<file path="config.mk">
export PLATFORM = sky130hd
export DESIGN_NAME = dfa_token_scanner
export DESIGN_NICKNAME = d
export VERILOG_FILES = /design/src/dts_pkg.sv /design/src/dts_kw_match.sv /design/src/dts_result_queue.sv /design/src/dfa_token_scanner.sv
export SDC_FILE = /design/constraint.sdc
export NUM_CORES = 1
export LEC_CHECK = 0
export CELL_PAD_IN_SITES_DETAIL_PLACEMENT = 1
export CELL_PAD_IN_SITES_GLOBAL_PLACEMENT = 1
export CORE_AREA = 10 10 142 118
export CTS_CLUSTER_SIZE = 25
export DETAILED_ROUTE_END_ITERATION = 8
export DIE_AREA = 0 0 152 128
export DONT_BUFFER_PORTS = 1
export GPL_TIMING_DRIVEN = 1
export PLACE_DENSITY = 0.91
export SKIP_LAST_GASP = 1
export SYNTH_ARGS = -nofsm -noshare
export SYNTH_HDL_FRONTEND = slang
export SYNTH_SLANG_ARGS = --single-unit
</file>
<file path="constraint.sdc">
create_clock -name clk -period 21.2 [get_ports clk]
set_clock_uncertainty 0.15 [all_clocks]
set_input_delay 6.36 -clock clk [delete_from_list [all_inputs] [get_ports clk]]
set_output_delay 6.36 -clock clk [all_outputs]
set_load 0.005 [all_outputs]
</file>
<file path="src/dts_pkg.sv">
// Shared types, constants and lookup functions of the DFA token scanner.
package dts_pkg;

  localparam int WORD_CHARS_DEF = 8;
  localparam int KW_COUNT       = 17;
  localparam int KW_MAX_LEN     = 7;
  localparam int QUEUE_DEPTH    = 4;
  localparam int QPTR_W         = $clog2(QUEUE_DEPTH);
  localparam int QCNT_W         = $clog2(QUEUE_DEPTH + 1);

  // Token kinds
  localparam logic [5:0] TK_IDENT  = 6'd0;
  localparam logic [5:0] TK_NUM    = 6'd1;
  localparam logic [5:0] TK_STR    = 6'd2;
  localparam logic [5:0] TK_LISTOP = 6'd3;
  localparam logic [5:0] TK_PLUS   = 6'd4;
  localparam logic [5:0] TK_MINUS  = 6'd5;
  localparam logic [5:0] TK_DIV    = 6'd6;
  localparam logic [5:0] TK_MULT   = 6'd7;
  localparam logic [5:0] TK_EQ     = 6'd8;
  localparam logic [5:0] TK_GT     = 6'd9;
  localparam logic [5:0] TK_GTE    = 6'd10;
  localparam logic [5:0] TK_LT     = 6'd11;
  localparam logic [5:0] TK_LTE    = 6'd12;
  localparam logic [5:0] TK_LP     = 6'd13;
  localparam logic [5:0] TK_RP     = 6'd14;
  localparam logic [5:0] TK_SQ     = 6'd15;
  localparam logic [5:0] TK_ERR    = 6'd16;
  localparam logic [5:0] TK_KW     = 6'd17;
  localparam logic [5:0] TK_EOF    = 6'd34;

  // Character classes
  localparam logic [4:0] CL_WS     = 5'd0;
  localparam logic [4:0] CL_LETTER = 5'd1;
  localparam logic [4:0] CL_C      = 5'd2;
  localparam logic [4:0] CL_A      = 5'd3;
  localparam logic [4:0] CL_D      = 5'd4;
  localparam logic [4:0] CL_R      = 5'd5;
  localparam logic [4:0] CL_PLUS   = 5'd6;
  localparam logic [4:0] CL_MINUS  = 5'd7;
  localparam logic [4:0] CL_DOT    = 5'd8;
  localparam logic [4:0] CL_SLASH  = 5'd9;
  localparam logic [4:0] CL_DIGIT  = 5'd10;
  localparam logic [4:0] CL_STAR   = 5'd11;
  localparam logic [4:0] CL_DQUOTE = 5'd12;
  localparam logic [4:0] CL_SQUOTE = 5'd13;
  localparam logic [4:0] CL_LP     = 5'd14;
  localparam logic [4:0] CL_RP     = 5'd15;
  localparam logic [4:0] CL_LT     = 5'd16;
  localparam logic [4:0] CL_GT     = 5'd17;
  localparam logic [4:0] CL_EQ     = 5'd18;
  localparam logic [4:0] CL_UNDER  = 5'd19;
  localparam logic [4:0] CL_OTHER  = 5'd20;

  // Scanner states
  localparam logic [4:0] ST_ERR   = 5'd0;
  localparam logic [4:0] ST_START = 5'd1;
  localparam logic [4:0] ST_PLUS  = 5'd2;
  localparam logic [4:0] ST_MINUS = 5'd3;
  localparam logic [4:0] ST_INT   = 5'd4;
  localparam logic [4:0] ST_DOT   = 5'd5;
  localparam logic [4:0] ST_FRAC  = 5'd6;
  localparam logic [4:0] ST_SLASH = 5'd7;
  localparam logic [4:0] ST_RAT   = 5'd8;
  localparam logic [4:0] ST_WORD  = 5'd9;
  localparam logic [4:0] ST_STR   = 5'd10;
  localparam logic [4:0] ST_C     = 5'd11;
  localparam logic [4:0] ST_CA    = 5'd12;
  localparam logic [4:0] ST_CD    = 5'd13;
  localparam logic [4:0] ST_CAD   = 5'd14;
  localparam logic [4:0] ST_CDA   = 5'd15;
  localparam logic [4:0] ST_GT    = 5'd16;
  localparam logic [4:0] ST_LT    = 5'd17;

  localparam logic [6:0] CH_QMARK = 7'h3f;

  // Action: [7] emit then rescan, [6] emit and consume, else [4:0] next state
  typedef logic [7:0] action_t;

  typedef struct packed {
    logic [5:0] kind;
    logic       last;
  } token_t;

  typedef struct packed {
    logic [1:0] n;
    token_t     t0;
    token_t     t1;
  } push_t;

  typedef struct packed {
    logic       plain_hit;
    logic [5:0] plain_kind;
    logic       q_hit;
    logic [5:0] q_kind;
  } kw_result_t;

  typedef struct packed {
    logic [8*KW_MAX_LEN-1:0] text;
    logic [2:0]              len;
    logic                    q;
  } kw_t;

  function automatic action_t em(input logic [5:0] k);
    return {2'b01, k};
  endfunction

  function automatic action_t pb(input logic [5:0] k);
    return {2'b10, k};
  endfunction

  function automatic action_t go(input logic [4:0] s);
    return {3'b000, s};
  endfunction

  function automatic logic is_word_state(input logic [4:0] s);
    return (s == ST_WORD) || (s inside {[ST_C:ST_CDA]});
  endfunction

  function automatic logic [4:0] char_class(input logic [6:0] c);
    logic [4:0] cl;
    case (c) inside
      7'h09, 7'h0a, 7'h0d, 7'h20: cl = CL_WS;
      7'h63:         cl = CL_C;
      7'h61:         cl = CL_A;
      7'h64:         cl = CL_D;
      7'h72:         cl = CL_R;
      [7'h61:7'h7a]: cl = CL_LETTER;
      [7'h30:7'h39]: cl = CL_DIGIT;
      7'h2b:         cl = CL_PLUS;
      7'h2d:         cl = CL_MINUS;
      7'h2e:         cl = CL_DOT;
      7'h2f:         cl = CL_SLASH;
      7'h2a:         cl = CL_STAR;
      7'h22:         cl = CL_DQUOTE;
      7'h27:         cl = CL_SQUOTE;
      7'h28:         cl = CL_LP;
      7'h29:         cl = CL_RP;
      7'h3c:         cl = CL_LT;
      7'h3e:         cl = CL_GT;
      7'h3d:         cl = CL_EQ;
      7'h5f:         cl = CL_UNDER;
      default:       cl = CL_OTHER;
    endcase
    return cl;
  endfunction

  // Word-state rows: which letters move on; everything else ends the identifier
  function automatic action_t word_row(input logic [4:0] s, input logic [4:0] cl);
    action_t a;
    case (cl)
      CL_LETTER, CL_DIGIT, CL_UNDER, CL_C: a = go(ST_WORD);
      CL_A: begin
        case (s)
          ST_C:    a = go(ST_CA);
          ST_CD:   a = go(ST_CDA);
          default: a = go(ST_WORD);
        endcase
      end
      CL_D: begin
        case (s)
          ST_C, ST_CD:  a = go(ST_CD);
          ST_CA, ST_CAD: a = go(ST_CAD);
          default:      a = go(ST_WORD);
        endcase
      end
      CL_R: begin
        if (s inside {[ST_CA:ST_CDA]}) begin
          a = em(TK_LISTOP);
        end else begin
          a = go(ST_WORD);
        end
      end
      default: a = pb(TK_IDENT);
    endcase
    return a;
  endfunction

  function automatic action_t start_row(input logic [4:0] cl);
    action_t a;
    case (cl)
      CL_WS:                            a = go(ST_START);
      CL_LETTER, CL_A, CL_D, CL_R, CL_UNDER: a = go(ST_WORD);
      CL_C:      a = go(ST_C);
      CL_PLUS:   a = go(ST_PLUS);
      CL_MINUS:  a = go(ST_MINUS);
      CL_DOT:    a = go(ST_DOT);
      CL_SLASH:  a = em(TK_DIV);
      CL_DIGIT:  a = go(ST_INT);
      CL_STAR:   a = em(TK_MULT);
      CL_DQUOTE: a = go(ST_STR);
      CL_SQUOTE: a = em(TK_SQ);
      CL_LP:     a = em(TK_LP);
      CL_RP:     a = em(TK_RP);
      CL_LT:     a = go(ST_LT);
      CL_GT:     a = go(ST_GT);
      CL_EQ:     a = em(TK_EQ);
      default:   a = em(TK_ERR);
    endcase
    return a;
  endfunction

  function automatic action_t dfa_action(input logic [4:0] s, input logic [4:0] cl);
    action_t a;
    case (s)
      ST_START: a = start_row(cl);
      ST_PLUS, ST_MINUS: begin
        if (cl == CL_DOT) a = go(ST_DOT);
        else if (cl == CL_DIGIT) a = go(ST_INT);
        else a = pb((s == ST_PLUS) ? TK_PLUS : TK_MINUS);
      end
      ST_INT: begin
        if (cl == CL_DOT) a = go(ST_FRAC);
        else if (cl == CL_SLASH) a = go(ST_SLASH);
        else if (cl == CL_DIGIT) a = go(ST_INT);
        else a = pb(TK_NUM);
      end
      ST_DOT:   a = (cl == CL_DIGIT) ? go(ST_FRAC) : em(TK_ERR);
      ST_FRAC:  a = (cl == CL_DIGIT) ? go(ST_FRAC) : pb(TK_NUM);
      ST_SLASH: a = (cl == CL_DIGIT) ? go(ST_RAT) : em(TK_ERR);
      ST_RAT:   a = (cl == CL_DIGIT) ? go(ST_RAT) : pb(TK_NUM);
      ST_WORD, ST_C, ST_CA, ST_CD, ST_CAD, ST_CDA: a = word_row(s, cl);
      ST_STR:   a = (cl == CL_DQUOTE) ? em(TK_STR) : go(ST_STR);
      ST_GT:    a = (cl == CL_EQ) ? em(TK_GTE) : pb(TK_GT);
      ST_LT:    a = (cl == CL_EQ) ? em(TK_LTE) : pb(TK_LT);
      default:  a = em(TK_ERR);
    endcase
    return a;
  endfunction

  // Keyword text padded with spaces to KW_MAX_LEN; kind is TK_KW + index
  function automatic kw_t kw_entry(input int i);
    kw_t k;
    case (i)
      0:       k = '{text: "cons   ", len: 3'd4, q: 1'b0};
      1:       k = '{text: "cond   ", len: 3'd4, q: 1'b0};
      2:       k = '{text: "else   ", len: 3'd4, q: 1'b0};
      3:       k = '{text: "display", len: 3'd7, q: 1'b0};
      4:       k = '{text: "newline", len: 3'd7, q: 1'b0};
      5:       k = '{text: "and    ", len: 3'd3, q: 1'b0};
      6:       k = '{text: "or     ", len: 3'd2, q: 1'b0};
      7:       k = '{text: "not    ", len: 3'd3, q: 1'b0};
      8:       k = '{text: "define ", len: 3'd6, q: 1'b0};
      9:       k = '{text: "let    ", len: 3'd3, q: 1'b0};
      10:      k = '{text: "number ", len: 3'd6, q: 1'b1};
      11:      k = '{text: "list   ", len: 3'd4, q: 1'b1};
      12:      k = '{text: "zero   ", len: 3'd4, q: 1'b1};
      13:      k = '{text: "null   ", len: 3'd4, q: 1'b1};
      14:      k = '{text: "string ", len: 3'd6, q: 1'b1};
      15:      k = '{text: "modulo ", len: 3'd6, q: 1'b0};
      16:      k = '{text: "round  ", len: 3'd5, q: 1'b0};
      default: k = '{text: "       ", len: 3'd0, q: 1'b0};
    endcase
    return k;
  endfunction

endpackage

</file>
<file path="src/dts_kw_match.sv">
// Parallel compare of the buffered identifier against the keyword list.
module dts_kw_match #(
  parameter int WORD_CHARS = dts_pkg::WORD_CHARS_DEF
) (
  input  logic [6:0]                       word_buf [WORD_CHARS],
  input  logic [$clog2(WORD_CHARS+1)-1:0]  word_len,
  input  logic                             word_ovf,
  output dts_pkg::kw_result_t              result
);
  import dts_pkg::*;

  localparam int LEN_W = $clog2(WORD_CHARS + 1);

  always_comb begin
    kw_t        k;
    logic       hit;
    logic [6:0] ch;
    result = '0;
    for (int i = KW_COUNT - 1; i >= 0; i--) begin
      k   = kw_entry(i);
      hit = !word_ovf && (word_len == LEN_W'(k.len));
      for (int j = 0; j < KW_MAX_LEN; j++) begin
        ch = k.text[8*(KW_MAX_LEN-1-j) +: 7];
        if ((j < int'(k.len)) && (word_buf[j] != ch)) begin
          hit = 1'b0;
        end
      end
      if (hit) begin
        if (k.q) begin
          result.q_hit  = 1'b1;
          result.q_kind = TK_KW + 6'(i);
        end else begin
          result.plain_hit  = 1'b1;
          result.plain_kind = TK_KW + 6'(i);
        end
      end
    end
  end

endmodule

</file>
<file path="src/dts_result_queue.sv">
// Small result queue that takes up to two tokens a cycle and hands out one.
module dts_result_queue (
  input  logic                clk,
  input  logic                rst_n,
  input  dts_pkg::push_t      push,
  output logic                room_two,
  output logic                out_valid,
  input  logic                out_ready,
  output dts_pkg::token_t     out_token
);
  import dts_pkg::*;

  token_t              mem [QUEUE_DEPTH];
  logic [QPTR_W-1:0]   wr_ptr_r, wr_ptr_nxt;
  logic [QPTR_W-1:0]   rd_ptr_r, rd_ptr_nxt;
  logic [QCNT_W-1:0]   count_r, count_nxt;
  logic                pop;

  assign pop       = (count_r != '0) && out_ready;
  assign out_valid = (count_r != '0);
  assign out_token = mem[rd_ptr_r];
  assign room_two  = (count_r <= QCNT_W'(QUEUE_DEPTH - 2));

  always_comb begin
    wr_ptr_nxt = wr_ptr_r + QPTR_W'(push.n);
    rd_ptr_nxt = rd_ptr_r + QPTR_W'(pop);
    count_nxt  = count_r + QCNT_W'(push.n) - QCNT_W'(pop);
  end

  always_ff @(posedge clk) begin
    if (!rst_n) begin
      wr_ptr_r <= '0;
      rd_ptr_r <= '0;
      count_r  <= '0;
    end else begin
      wr_ptr_r <= wr_ptr_nxt;
      rd_ptr_r <= rd_ptr_nxt;
      count_r  <= count_nxt;
    end
  end

  always_ff @(posedge clk) begin
    if (push.n != 2'd0) begin
      mem[wr_ptr_r] <= push.t0;
    end
    if (push.n == 2'd2) begin
      mem[wr_ptr_r + QPTR_W'(1)] <= push.t1;
    end
  end

endmodule

</file>
<file path="src/dfa_token_scanner.sv">
// DFA token scanner top level: scan state, identifier buffer and step logic.
//
// Usage: one character (or an end marker) enters per item on the in_ channel
// (valid/ready). Each item is classified and steps the 18-state table in the
// same cycle it is accepted; the resulting tokens (zero, one or two) go into
// a four-entry result queue that drives the out_ channel (valid/ready).
// out_last_of_run marks the final token caused by an item.
// Tokens are written into the registered result queue and leave it in order on out_.
// Throughput: one item per cycle while the queue holds at most two tokens;
// an item that gives two tokens is accepted like any other, the queue absorbs
// the extra token and drains one per cycle while out_ready is high.
// End marker: a pending token is flushed, eof follows, scanner returns to
// the start state.
// Reset: the scanner sits in the start state with an empty queue; buffer
// contents are not cleared.
// Stall: when out_ready is low the queue fills and in_ready drops once
// fewer than two entries are free; nothing is lost or repeated.
module dfa_token_scanner #(
  parameter int WORD_CHARS = dts_pkg::WORD_CHARS_DEF
) (
  input  logic       clk,
  input  logic       rst_n,
  input  logic       in_valid,
  output logic       in_ready,
  input  logic [6:0] in_char_code,
  input  logic       in_end_of_text,
  output logic       out_valid,
  input  logic       out_ready,
  output logic [5:0] out_token_kind,
  output logic       out_last_of_run
);
  import dts_pkg::*;

  localparam int LEN_W = $clog2(WORD_CHARS + 1);
  localparam int IDX_W = $clog2(WORD_CHARS);

  logic [4:0]       scan_state_r, scan_state_nxt;
  logic [LEN_W-1:0] word_len_r, word_len_nxt;
  logic             word_ovf_r, word_ovf_nxt;
  logic [6:0]       word_buf_r [WORD_CHARS];
  logic             buf_we;
  logic [IDX_W-1:0] buf_idx;

  kw_result_t       kw;
  push_t            push;
  token_t           q_token;
  logic             room_two;
  logic             accept;
  logic [4:0]       cls;
  action_t          act, act2;
  logic [5:0]       word_kind;
  logic [LEN_W-1:0] base_len;
  logic             base_ovf;

  assign in_ready = room_two;
  assign accept   = in_valid && in_ready;
  assign cls      = char_class(in_char_code);
  assign act      = dfa_action(scan_state_r, in_end_of_text ? CL_WS : cls);
  assign act2     = dfa_action(ST_START, cls);
  assign word_kind = kw.plain_hit ? kw.plain_kind : TK_IDENT;

  dts_kw_match #(.WORD_CHARS(WORD_CHARS)) u_kw (
    .word_buf (word_buf_r),
    .word_len (word_len_r),
    .word_ovf (word_ovf_r),
    .result   (kw)
  );

  always_comb begin
    scan_state_nxt = scan_state_r;
    word_len_nxt   = word_len_r;
    word_ovf_nxt   = word_ovf_r;
    buf_we         = 1'b0;
    buf_idx        = '0;
    push           = '0;
    base_len       = is_word_state(scan_state_r) ? word_len_r : '0;
    base_ovf       = is_word_state(scan_state_r) ? word_ovf_r : 1'b0;
    if (accept) begin
      if (in_end_of_text) begin
        if (scan_state_r != ST_START) begin
          push.n = 2'd2;
          if (act[7:6] == 2'b00) begin
            push.t0.kind = TK_ERR;
          end else if (act[7] && (act[5:0] == TK_IDENT)) begin
            push.t0.kind = word_kind;
          end else begin
            push.t0.kind = act[5:0];
          end
          push.t1 = '{kind: TK_EOF, last: 1'b1};
        end else begin
          push.n  = 2'd1;
          push.t0 = '{kind: TK_EOF, last: 1'b1};
        end
        scan_state_nxt = ST_START;
        word_len_nxt   = '0;
        word_ovf_nxt   = 1'b0;
      end else if (act[7:6] == 2'b00) begin
        scan_state_nxt = act[4:0];
        if (is_word_state(act[4:0])) begin
          if (base_len < LEN_W'(WORD_CHARS)) begin
            buf_we       = 1'b1;
            buf_idx      = base_len[IDX_W-1:0];
            word_len_nxt = base_len + LEN_W'(1);
            word_ovf_nxt = base_ovf;
          end else begin
            word_len_nxt = base_len;
            word_ovf_nxt = 1'b1;
          end
        end
      end else if (act[6]) begin
        push.n         = 2'd1;
        push.t0        = '{kind: act[5:0], last: 1'b1};
        scan_state_nxt = ST_START;
      end else if ((act[5:0] == TK_IDENT) && (in_char_code == CH_QMARK) && kw.q_hit) begin
        // predicate keyword absorbs its question mark
        push.n         = 2'd1;
        push.t0        = '{kind: kw.q_kind, last: 1'b1};
        scan_state_nxt = ST_START;
      end else begin
        // token ended by lookahead; rescan the character from start
        push.t0.kind = (act[5:0] == TK_IDENT) ? word_kind : act[5:0];
        if (act2[7:6] == 2'b00) begin
          push.n         = 2'd1;
          push.t0.last   = 1'b1;
          scan_state_nxt = act2[4:0];
          if (is_word_state(act2[4:0])) begin
            buf_we       = 1'b1;
            buf_idx      = '0;
            word_len_nxt = LEN_W'(1);
            word_ovf_nxt = 1'b0;
          end
        end else begin
          push.n         = 2'd2;
          push.t1        = '{kind: act2[5:0], last: 1'b1};
          scan_state_nxt = ST_START;
        end
      end
    end
  end

  always_ff @(posedge clk) begin
    if (!rst_n) begin
      scan_state_r <= ST_START;
      word_len_r   <= '0;
      word_ovf_r   <= 1'b0;
    end else begin
      scan_state_r <= scan_state_nxt;
      word_len_r   <= word_len_nxt;
      word_ovf_r   <= word_ovf_nxt;
    end
  end

  always_ff @(posedge clk) begin
    if (buf_we) begin
      word_buf_r[buf_idx] <= in_char_code;
    end
  end

  dts_result_queue u_queue (
    .clk       (clk),
    .rst_n     (rst_n),
    .push      (push),
    .room_two  (room_two),
    .out_valid (out_valid),
    .out_ready (out_ready),
    .out_token (q_token)
  );

  assign out_token_kind  = q_token.kind;
  assign out_last_of_run = q_token.last;

endmodule

</file>
==> impl_metrics.env, run 1 <==
export IMPL_dr_pass1_iters=5
export IMPL_finalCritPeriodShare_pct=58.2
export IMPL_syn_nets=863
export IMPL_yosysTopAreaCellShare_pct=30.9
export IMPL_dr_total_vias=7532
export IMPL_path_clk_slew_ns=0.07
export IMPL_layout_common_cells="nor2_1, edfxtp_1, nand2_1"
export IMPL_drtIter0Drc=922
export IMPL_power_internal_uw=372
export IMPL_viasPerCell=7.61
export IMPL_dp_cells=974
export IMPL_relSlewSlack_pct=7.54
export IMPL_syn_inst=835
export IMPL_syn2layout_area_growth_pct=4.50
export IMPL_layout_drive_gt1_share_pct=8.44
export IMPL_fin_ws_ns=8.85
export IMPL_rows=39
export IMPL_max_cap_viol_count=0
export IMPL_wl_um=28300
export IMPL_drv_slew=0
export IMPL_place_ws_ns=8.65
export IMPL_n_antenna_cell=0
export IMPL_clockRootBuffer="clkbuf_16"
export IMPL_netlist_area_um2=7480
export IMPL_synth_avg_cell_area_um2=8.95
export IMPL_finalNonFillerCells=990
export IMPL_cp_data_arrival_time_ns=12.17
export IMPL_path_max_fanout=26
export IMPL_start_kind="input port"
export IMPL_worstSetupPathType="input port to flip-flop"
export IMPL_die_h_um=128
export IMPL_place_hpwl_um=21100
export IMPL_synth_edf_count=77
export IMPL_clock_power_share_pct=27.7
export IMPL_max_freq_ghz=0.0810
export IMPL_async_reset_ff_share_pct=0
export IMPL_antenna_left=0
export IMPL_setup_worst_path_end_class="flip-flop"
export IMPL_p_seq_share_pct=38.6
export IMPL_nets=829
export IMPL_htreeDepth=3
export IMPL_post_synth_top_area_cell="edfxtp_1"
export IMPL_grt_pass1_vias=7371
export IMPL_hold_violations=0
export IMPL_p_leak_uw=0.00243
export IMPL_overflow=0
export IMPL_final_util_pct=56.0
export IMPL_tightestPinTransition_ns=1.38
export IMPL_antenna_found_initial=0
export IMPL_die_area_um2=19500
export IMPL_seq_area_frac_synth_pct=35.5
export IMPL_pwr_share_comb_pct=33.8
export IMPL_period_needed_ns=12.35
export IMPL_setup_viol=0
export IMPL_final_common_cell="nor2_1"
export IMPL_p_sw_uw=234
export IMPL_cts_buffers=9
export IMPL_core_area_um2=14000
export IMPL_ys_warn_count=0
export IMPL_synth_ff_type="edfxtp_1"
export IMPL_post_cts_resized=0
export IMPL_hold_path_class="flip-flop to flip-flop"
export IMPL_crit_required_ns=21.02
export IMPL_peakVddDrop_uv=58.1
export IMPL_p_sw_share_pct=38.7
export IMPL_drcViolationCount=0
export IMPL_synth_cell_type_count=101
export IMPL_postCtsHoldBufs=0
export IMPL_fin_tns_setup_ns=0
export IMPL_clkSinkCount=94
export IMPL_power_density_nw_per_um2=77.6
export IMPL_tritoncts="done"
export IMPL_start_util_pct=53.6
export IMPL_gr_usage_all_layers_pct=27.8
export IMPL_ys_ff_latch=94
export IMPL_grt_max_degree=32
export IMPL_status="finished clean"
export IMPL_wire_per_inst_um=28.6
export IMPL_grt_pass1_wl_um=43300
export IMPL_insertion_delay_ns=0.37
export IMPL_die_w_um=152
export IMPL_pin_count=21
export IMPL_numPortBuffers=0
export IMPL_yosys_top_cells_area="edfxtp_1, dfxtp_1, nor2_1"
export IMPL_cts_setup_buffers=0
export IMPL_fillers=1654
export IMPL_routabilityCongestion=0.976
export IMPL_rsz0062_at_grt="no"
export IMPL_rrSetupSlack_ns=15.80
export IMPL_cts_buffer_depth=2
export IMPL_hold_ws_ns=0.486
==> layout make-up <==
class	count	area (um^2)	area share [%]
timing repair buffer	3	22.5	0.288
tap	184	230	2.95
inverter	28	105	1.35
clock buffer	9	225	2.88
sequential	94	2650	34.0
multi-input combinational	665	4500	57.6
clock inverter	7	75.1	0.961
==> Yosys cell counts, drive strengths merged (10+ instances only) <==
| cell | instances |
|---|---|
| a211oi | 14 |
| a21oi | 32 |
| and2 | 10 |
| buf | 21 |
| clkbuf | 27 |
| dfxtp | 17 |
| edfxtp | 77 |
| ha | 15 |
| inv | 27 |
| nand2 | 73 |
| nand2b | 13 |
| nand3 | 34 |
| nand4 | 26 |
| nand4b | 11 |
| nor2 | 81 |
| nor3 | 46 |
| nor4 | 31 |
| o21ai | 31 |
| o22ai | 13 |
| o32ai | 11 |
| or2 | 12 |
| or3 | 10 |
| or4 | 11 |
==> state kept, by name (all words and copies together), names as in the netlist <==
| signal | flops |
|---|---|
| scan_state_r | 5 |
| u_queue.count_r | 3 |
| u_queue.mem | 28 |
| u_queue.rd_ptr_r | 2 |
| u_queue.wr_ptr_r | 2 |
| word_buf_r | 49 |
| word_len_r | 4 |
| word_ovf_r | 1 |
==> critical path, cell delays in order <==
cell	delay (ns)
or2_1	0.23
o22ai_1	0.26
o21ai_0	0.16
a2111oi_2	0.62
inv_1	0.19
nor2_1	0.24
inv_1	0.14
ha_1	0.37
nor2_1	0.22
a211oi_1	0.08
a311oi_1	0.44
nand4_1	0.36
nor3_1	0.48
a41oi_1	0.17
buf_4	0.25
a311oi_1	0.35
nor2_1	0.10
o31ai_1	1.12
==> metal layers <==
metal	share of wire (%)	track usage (%)	wire length, um	vias to the layer above
li1	-	-	-	3249
met1	40	35.0	11500	3702
met2	45	44.3	12800	481
met3	10	7.14	2860	100
met4	4.1	12.5	1150	0
met5	0	0	0	-
==> final timing paths <==
kind	depth (start not counted)	startpoint	end
worst min register to register	2	word_len_r[2]$_SDFFE_PN0P_	word_len_r[2]$_SDFFE_PN0P_
worst max register to register	11	word_buf_r[38]$_DFFE_PP_	u_queue.mem[3][6]$_DFFE_PP_
worst min-delay path	2	word_len_r[2]$_SDFFE_PN0P_	word_len_r[2]$_SDFFE_PN0P_
worst max-delay path	18	in_char_code[1]	u_queue.mem[3][6]$_DFFE_PP_
==> power groups by stage <==
stage	clock [uW]	sequential, uW	combinational (uW)
2_1_floorplan	0	227	158
3_3_place_gp	0	235	188
3_5_place_dp	0	238	197
4_1_cts	166	234	199
5_1_grt	174	236	220
6_report	168	234	205
==> cells by family after synthesis <==
kind of cell,after synthesis,synth area share (%)
multiplexers,8,2.24
buffers and inverters,76,4.47
XOR/XNOR,9,1.05
AND/OR/NAND/NOR,424,32.5
AO/OA/AOI/OAI,208,21.5
adder cells (fa/ha/maj),16,2.78
flip-flops,94,35.5
==> stage by stage <==
step	cell area, um^2	total power, uW
detailed placement	7510	435
global placement	7510	423
floorplan	7480	384
finish	7810	606
global route	7810	629
CTS	7810	599
Note: power is estimated with default switching activity, not from simulation.
==> inputs of run 2 (changes only) <==
--- a/config.mk
+++ b/config.mk
@@ -7,13 +7,13 @@
 export LEC_CHECK = 0
 export CELL_PAD_IN_SITES_DETAIL_PLACEMENT = 1
 export CELL_PAD_IN_SITES_GLOBAL_PLACEMENT = 1
-export CORE_AREA = 10 10 142 118
+export CORE_AREA = 10 10 147 122
 export CTS_CLUSTER_SIZE = 25
 export DETAILED_ROUTE_END_ITERATION = 8
-export DIE_AREA = 0 0 152 128
+export DIE_AREA = 0 0 157 132
 export DONT_BUFFER_PORTS = 1
 export GPL_TIMING_DRIVEN = 1
-export PLACE_DENSITY = 0.91
+export PLACE_DENSITY = 0.85
 export SKIP_LAST_GASP = 1
 export SYNTH_ARGS = -nofsm -noshare
 export SYNTH_HDL_FRONTEND = slang
==> constraint.sdc (replaced) <==
create_clock -name clk -period 11.4 [get_ports clk]
set_clock_uncertainty 0.15 [all_clocks]
set_input_delay 3.42 -clock clk [delete_from_list [all_inputs] [get_ports clk]]
set_output_delay 3.42 -clock clk [all_outputs]
set_load 0.005 [all_outputs]
==> run 2 against run 1 <==
Net effect:
- total power is 86% higher
- critical endpoint is now u_queue.mem[1][5]$_DFFE_PP_
- die area up 6.5%
- design area grew 0.30%
- wire length shrank 5.5%
- global-route usage decreased by 2.4 points
- largest power group unchanged
==> impl_metrics.env, run 2 (synthesis results as in run 1) <==
export IMPL_drv_slew=0
export IMPL_cts_buffer_depth=2
export IMPL_core_area_um2=14900
export IMPL_htreeDepth=3
export IMPL_power_density_nw_per_um2=144
export IMPL_relSlewSlack_pct=14.7
export IMPL_start_kind="input port"
export IMPL_worstHoldStart="u_queue.count_r[2]$_SDFF_PN0_"
export IMPL_place_hpwl_um=20100
export IMPL_antenna_left=0
export IMPL_status="finished clean"
export IMPL_dr_total_vias=7347
export IMPL_peakVddDrop_uv=69.2
export IMPL_insertion_delay_ns=0.36
export IMPL_fillers=1709
export IMPL_max_cap_viol_count=0
export IMPL_wl_um=26700
export IMPL_viasPerCell=7.38
export IMPL_wire_per_inst_um=26.9
export IMPL_finalCritPeriodShare_pct=81.4
export IMPL_period_needed_ns=9.28
export IMPL_clockRootBuffer="clkbuf_16"
export IMPL_drcViolationCount=0
export IMPL_fin_tns_setup_ns=0
export IMPL_max_freq_ghz=0.108
export IMPL_seq_area_um2=2650
export IMPL_r2r_worst_path_cells=11
export IMPL_routabilityCongestion=0.986
export IMPL_r2r_start="word_len_r[2]$_SDFFE_PN0P_"
export IMPL_path_max_fanout=21
export IMPL_setup_worst_path_end_class="flip-flop"
export IMPL_p_leak_uw=0.00243
export IMPL_final_util_pct=52.7
export IMPL_start_util_pct=50.3
export IMPL_grt_pass1_vias=7131
export IMPL_rrSetupSlack_ns=6.18
export IMPL_tritoncts="done"
export IMPL_cp_data_arrival_time_ns=9.10
export IMPL_grt_pass1_wl_um=41900
export IMPL_overflow=0
export IMPL_numPortBuffers=0
export IMPL_r2r_end="u_queue.mem[1][5]$_DFFE_PP_"
export IMPL_nets=829
export IMPL_rows=40
export IMPL_multi_input_area_um2=4500
export IMPL_die_w_um=157
export IMPL_top_register="word_buf_r"
export IMPL_holdPathEnd="u_queue.count_r[2]$_SDFF_PN0_"
export IMPL_antenna_found_initial=0
export IMPL_dr_pass1_iters=5
export IMPL_die_h_um=132
export IMPL_drtIter0Drc=702
export IMPL_cts_buffers=9
export IMPL_n_antenna_cell=0
export IMPL_layout_drive_gt1_share_pct=8.44
export IMPL_hold_violations=0
export IMPL_setup_viol=0
export IMPL_die_area_um2=20700
export IMPL_layout_common_cells="nor2_1, edfxtp_1, nand2_1"
export IMPL_post_cts_resized=0
export IMPL_tightestPinTransition_ns=1.27
export IMPL_grt_max_degree=32
export IMPL_pin_count=21
export IMPL_postCtsHoldBufs=0
export IMPL_path_clk_slew_ns=0.07
export IMPL_rsz0062_at_grt="no"
export IMPL_largest_register_ffs=49
export IMPL_gr_usage_all_layers_pct=25.4
export IMPL_clkSinkCount=94
export IMPL_hold_path_class="flip-flop to flip-flop"
export IMPL_worstSetupPathType="input port to flip-flop"
export IMPL_reg_top3="word_buf_r x49, u_queue.mem x28, scan_state_r x5"
export IMPL_syn2layout_area_growth_pct=4.82
export IMPL_cts_setup_buffers=0
export IMPL_min_path_cells=2
export IMPL_crit_required_ns=11.22
export IMPL_final_common_cell="nor2_1"
run 2: cell types whose count changed in the layout (fill, tap and decap cells not counted), sizes merged:
cell / change
inv: -1
clkinvlp: +1
clkinv: -1
bufinv: +1
run 2: worst max-delay path: stages:
cell and delay [ns]:
nor2b_1 0.34, o31ai_1 0.21, a2111oi_2 0.67, inv_1 0.18, nor2_1 0.23, inv_1 0.13
ha_1 0.37, inv_1 0.20, a21oi_1 0.10, a21oi_1 0.18, o21ai_0 0.10, a221oi_1 0.31
a22oi_1 0.24, nor2_1 0.46, a41oi_1 0.19, buf_4 0.24, a311oi_1 0.38, nor2_1 0.12
o32ai_1 1.01
run 2: through the flow:
stage	hold slack (ns)	worst slack, ns	std cells	instance area [um^2]	total power, uW
global route	0.448	1.50	995	7840	1180
floorplan	0.349	2.74	835	7480	715
global placement	0.388	2.22	979	7520	790
CTS	0.439	2.21	995	7840	1120
finish	0.435	2.12	995	7840	1120
detailed placement	0.409	1.86	979	7520	801
run 2: cell type report:
class / count / share of cell area, %
repair buffers: 3 / 0.287
well taps: 189 / 3.02
clock buffers: 9 / 2.87
inverters: 28 / 1.34
flip-flops and latches: 94 / 33.8
multi-input cells: 665 / 57.4
clock inverters: 7 / 1.18
run 2: worst max path at each step:
stage                                     to  depth (start not counted)       startpoint
6_report         u_queue.mem[1][5]$_DFFE_PP_                         19  in_char_code[5]
2_1_floorplan  u_queue.count_r[2]$_SDFF_PN0_                         26  in_char_code[1]
4_1_cts          u_queue.mem[1][5]$_DFFE_PP_                         17  in_char_code[5]
3_3_place_gp   u_queue.count_r[2]$_SDFF_PN0_                         24  in_char_code[1]
5_1_grt          u_queue.mem[1][5]$_DFFE_PP_                         18  in_char_code[1]
3_5_place_dp     u_queue.mem[1][6]$_DFFE_PP_                         17  in_char_code[5]
run 2: per-layer routing:
metal / wire (um) / global-route usage [%] / part of all wire [%] / up-vias
met5: 0 / 0 / 0 / -
met4: 594 / 7.80 / 2.2 / 0
met3: 2570 / 6.03 / 9.6 / 53
met2: 11900 / 38.7 / 45 / 401
met1: 11600 / 34.6 / 43 / 3655
li1: - / - / - / 3238
run 2: where the power goes:
part / internal (uW) / total (uW) / switching (uW)
registers: 405 / 432 / 26.8
clock network: 176 / 318 / 142
logic: 130 / 375 / 244
==> inputs of run 3 (changes only) <==
--- a/config.mk
+++ b/config.mk
@@ -7,13 +7,13 @@
 export LEC_CHECK = 0
 export CELL_PAD_IN_SITES_DETAIL_PLACEMENT = 1
 export CELL_PAD_IN_SITES_GLOBAL_PLACEMENT = 1
-export CORE_AREA = 10 10 147 122
+export CORE_AREA = 10 10 154 128
 export CTS_CLUSTER_SIZE = 25
 export DETAILED_ROUTE_END_ITERATION = 8
-export DIE_AREA = 0 0 157 132
+export DIE_AREA = 0 0 164 138
 export DONT_BUFFER_PORTS = 1
 export GPL_TIMING_DRIVEN = 1
-export PLACE_DENSITY = 0.85
+export PLACE_DENSITY = 0.82
 export SKIP_LAST_GASP = 1
 export SYNTH_ARGS = -nofsm -noshare
 export SYNTH_HDL_FRONTEND = slang
==> constraint.sdc (replaced) <==
create_clock -name clk -period 7.53 [get_ports clk]
set_clock_uncertainty 0.15 [all_clocks]
set_input_delay 2.259 -clock clk [delete_from_list [all_inputs] [get_ports clk]]
set_output_delay 2.259 -clock clk [all_outputs]
set_load 0.005 [all_outputs]
==> run 3 against run 2 <==
Net effect:
- combinational power rose by 62%
- wire length increased by 3.7%
- clock power increased by 44%
- global-route usage is 1.6 points lower
- design area is 3.1% higher
- critical path depth is the same
- largest power group unchanged
==> impl_metrics.env, run 3 (synthesis results as in run 1) <==
export IMPL_relSlewSlack_pct=16.8
export IMPL_multi_input_area_um2=4520
export IMPL_final_cell_area_um2=8080
export IMPL_path_clk_slew_ns=0.07
export IMPL_finalCritPeriodShare_pct=94.4
export IMPL_antenna_left=0
export IMPL_start_kind="input port"
export IMPL_r2r_worst_path_cells=12
export IMPL_top_register="word_buf_r"
export IMPL_worstSetupPathType="input port to flip-flop"
export IMPL_clockRootBuffer="clkbuf_16"
export IMPL_gr_usage_all_layers_pct=23.8
export IMPL_dr_pass1_iters=5
export IMPL_grt_pass1_vias=7438
export IMPL_drcViolationCount=0
export IMPL_tritoncts="done"
export IMPL_drtIter0Drc=819
export IMPL_grt_max_degree=32
export IMPL_p_sw_share_pct=37.8
export IMPL_cts_buffer_depth=2
export IMPL_fillers=1977
export IMPL_crit_required_ns=7.36
export IMPL_syn2layout_area_growth_pct=8.10
export IMPL_final_common_cell="nor2_1"
export IMPL_numPortBuffers=0
export IMPL_r2r_end="u_queue.mem[0][6]$_DFFE_PP_"
export IMPL_pwr_share_comb_pct=35.2
export IMPL_die_w_um=164
export IMPL_cts_buffers=9
export IMPL_wl_um=27700
export IMPL_power_internal_uw=1070
export IMPL_layout_drive_gt1_share_pct=11.8
export IMPL_layout_common_cells="nor2_1, edfxtp_1, nand2_1"
export IMPL_overflow=0
export IMPL_core_area_um2=16800
export IMPL_p_sw_uw=651
export IMPL_power_density_nw_per_um2=213
export IMPL_dr_total_vias=7552
export IMPL_routabilityCongestion=0.993
export IMPL_crit_chain="or2_1, o22ai_1, o21ai_0, a2111oi_2, inv_1, nor2_2, inv_1, ha_1, nor2_1, nand2_1, nand2_1, o21ai_0, a22oi_1, and4_1, a41oi_1, a311oi_2, o21ai_1, buf_4, o21bai_1"
export IMPL_tightestPinTransition_ns=1.24
export IMPL_setup_worst_path_start="in_char_code[1]"
export IMPL_start_util_pct=44.5
export IMPL_grt_pass1_wl_um=43600
export IMPL_period_needed_ns=7.10
export IMPL_n_antenna_cell=0
export IMPL_place_ws_ns=0.0357
export IMPL_die_h_um=138
export IMPL_die_area_um2=22600
export IMPL_hold_ws_ns=0.442
export IMPL_rrSetupSlack_ns=2.54
export IMPL_peakVddDrop_uv=100
export IMPL_setup_worst_path_end_class="flip-flop"
export IMPL_critical_path_max_stage_delay_ns=0.63
export IMPL_cp_endpoint="u_queue.mem[0][6]$_DFFE_PP_"
export IMPL_p_seq_share_pct=38.2
export IMPL_placedInstanceArea_um2=7750
export IMPL_max_cap_viol_count=0
export IMPL_reg_top3="word_buf_r x49, u_queue.mem x28, scan_state_r x5"
export IMPL_nets=856
export IMPL_crit_slowest_cell="o21bai_1"
export IMPL_rows=43
export IMPL_place_hpwl_um=21200
export IMPL_fin_ws_ns=0.425
export IMPL_drv_slew=0
export IMPL_insertion_delay_ns=0.34
export IMPL_clkSinkCount=94
export IMPL_antenna_found_initial=0
export IMPL_status="finished clean"
export IMPL_setup_viol=0
export IMPL_cp_data_arrival_time_ns=6.93
export IMPL_hold_path_class="flip-flop to flip-flop"
export IMPL_htreeDepth=3
export IMPL_hold_violations=0
export IMPL_clock_power_share_pct=26.6
export IMPL_rsz0062_at_grt="no"
export IMPL_r2r_start="word_buf_r[53]$_DFFE_PP_"
export IMPL_pin_count=21
export IMPL_max_freq_ghz=0.141
export IMPL_p_leak_uw=0.00257
export IMPL_largest_register_ffs=49
export IMPL_fin_tns_setup_ns=0
export IMPL_wire_per_inst_um=26.2
export IMPL_viasPerCell=7.14
export IMPL_seq_area_um2=2650
export IMPL_path_max_fanout=26
[run 3: area by class of cell]
cell class / count / area share (%)
flip-flops and latches: 94 / 32.8
multi-input cells: 665 / 55.9
well taps: 225 / 3.48
clock inverters: 7 / 0.929
repair buffers: 30 / 2.79
inverters: 28 / 1.30
clock buffers: 9 / 2.79
[run 3: per-layer routing]
| metal | part of all wire [%] | track usage (%) | vias to the layer above |
|---|---|---|---|
| li1 | - | - | 3296 |
| met1 | 42 | 32.4 | 3755 |
| met2 | 47 | 38.3 | 431 |
| met3 | 8.1 | 3.38 | 70 |
| met4 | 2.4 | 7.19 | 0 |
| met5 | 0 | 0 | - |
[run 3: worst max-delay path: cells and delay by family]
family,cells,cell delay [ns]
AND/OR/NAND/NOR,6,1.26
adder cells (fa/ha/maj),1,0.29
buffers and inverters,3,0.48
AO/OA/AOI/OAI,9,2.62
[run 3: stage by stage]
stage / total power [uW] / instances / utilization, %
detailed placement: 1250 / 1041 / 46.1
global placement: 1220 / 1041 / 46.1
floorplan: 1080 / 835 / -
global route: 1800 / 1058 / 48.1
CTS: 1710 / 1057 / 47.9
finish: 1720 / 1058 / 48.1
[run 3: worst min path at each step]
stage	startpoint	end	slack [ns]	cells after the start
5_1_grt	word_ovf_r$_SDFFE_PN0P_	word_ovf_r$_SDFFE_PN0P_	0.46	1
6_report	u_queue.count_r[2]$_SDFF_PN0_	u_queue.count_r[2]$_SDFF_PN0_	0.44	2
3_5_place_dp	u_queue.count_r[2]$_SDFF_PN0_	u_queue.count_r[2]$_SDFF_PN0_	0.41	2
3_3_place_gp	u_queue.count_r[2]$_SDFF_PN0_	u_queue.count_r[2]$_SDFF_PN0_	0.38	2
2_1_floorplan	u_queue.count_r[2]$_SDFF_PN0_	u_queue.count_r[2]$_SDFF_PN0_	0.35	2
4_1_cts	u_queue.count_r[2]$_SDFF_PN0_	u_queue.count_r[2]$_SDFF_PN0_	0.43	2
[run 3: power by group through the flow]
stage               Combinational (uW)  Sequential (uW)  Clock [uW]
global placement                   558              663           0
global route                       652              665         485
floorplan                          444              638           0
finish                             607              659         458
CTS                                591              658         459
detailed placement                 585              670           0
[run 3: timing repair]
action | in CTS | in global routing
setup endpoints to repair | 0 | 24
hold buffers | 0 | 0
buffers inserted | 0 | 1
resized for setup | 0 | 5
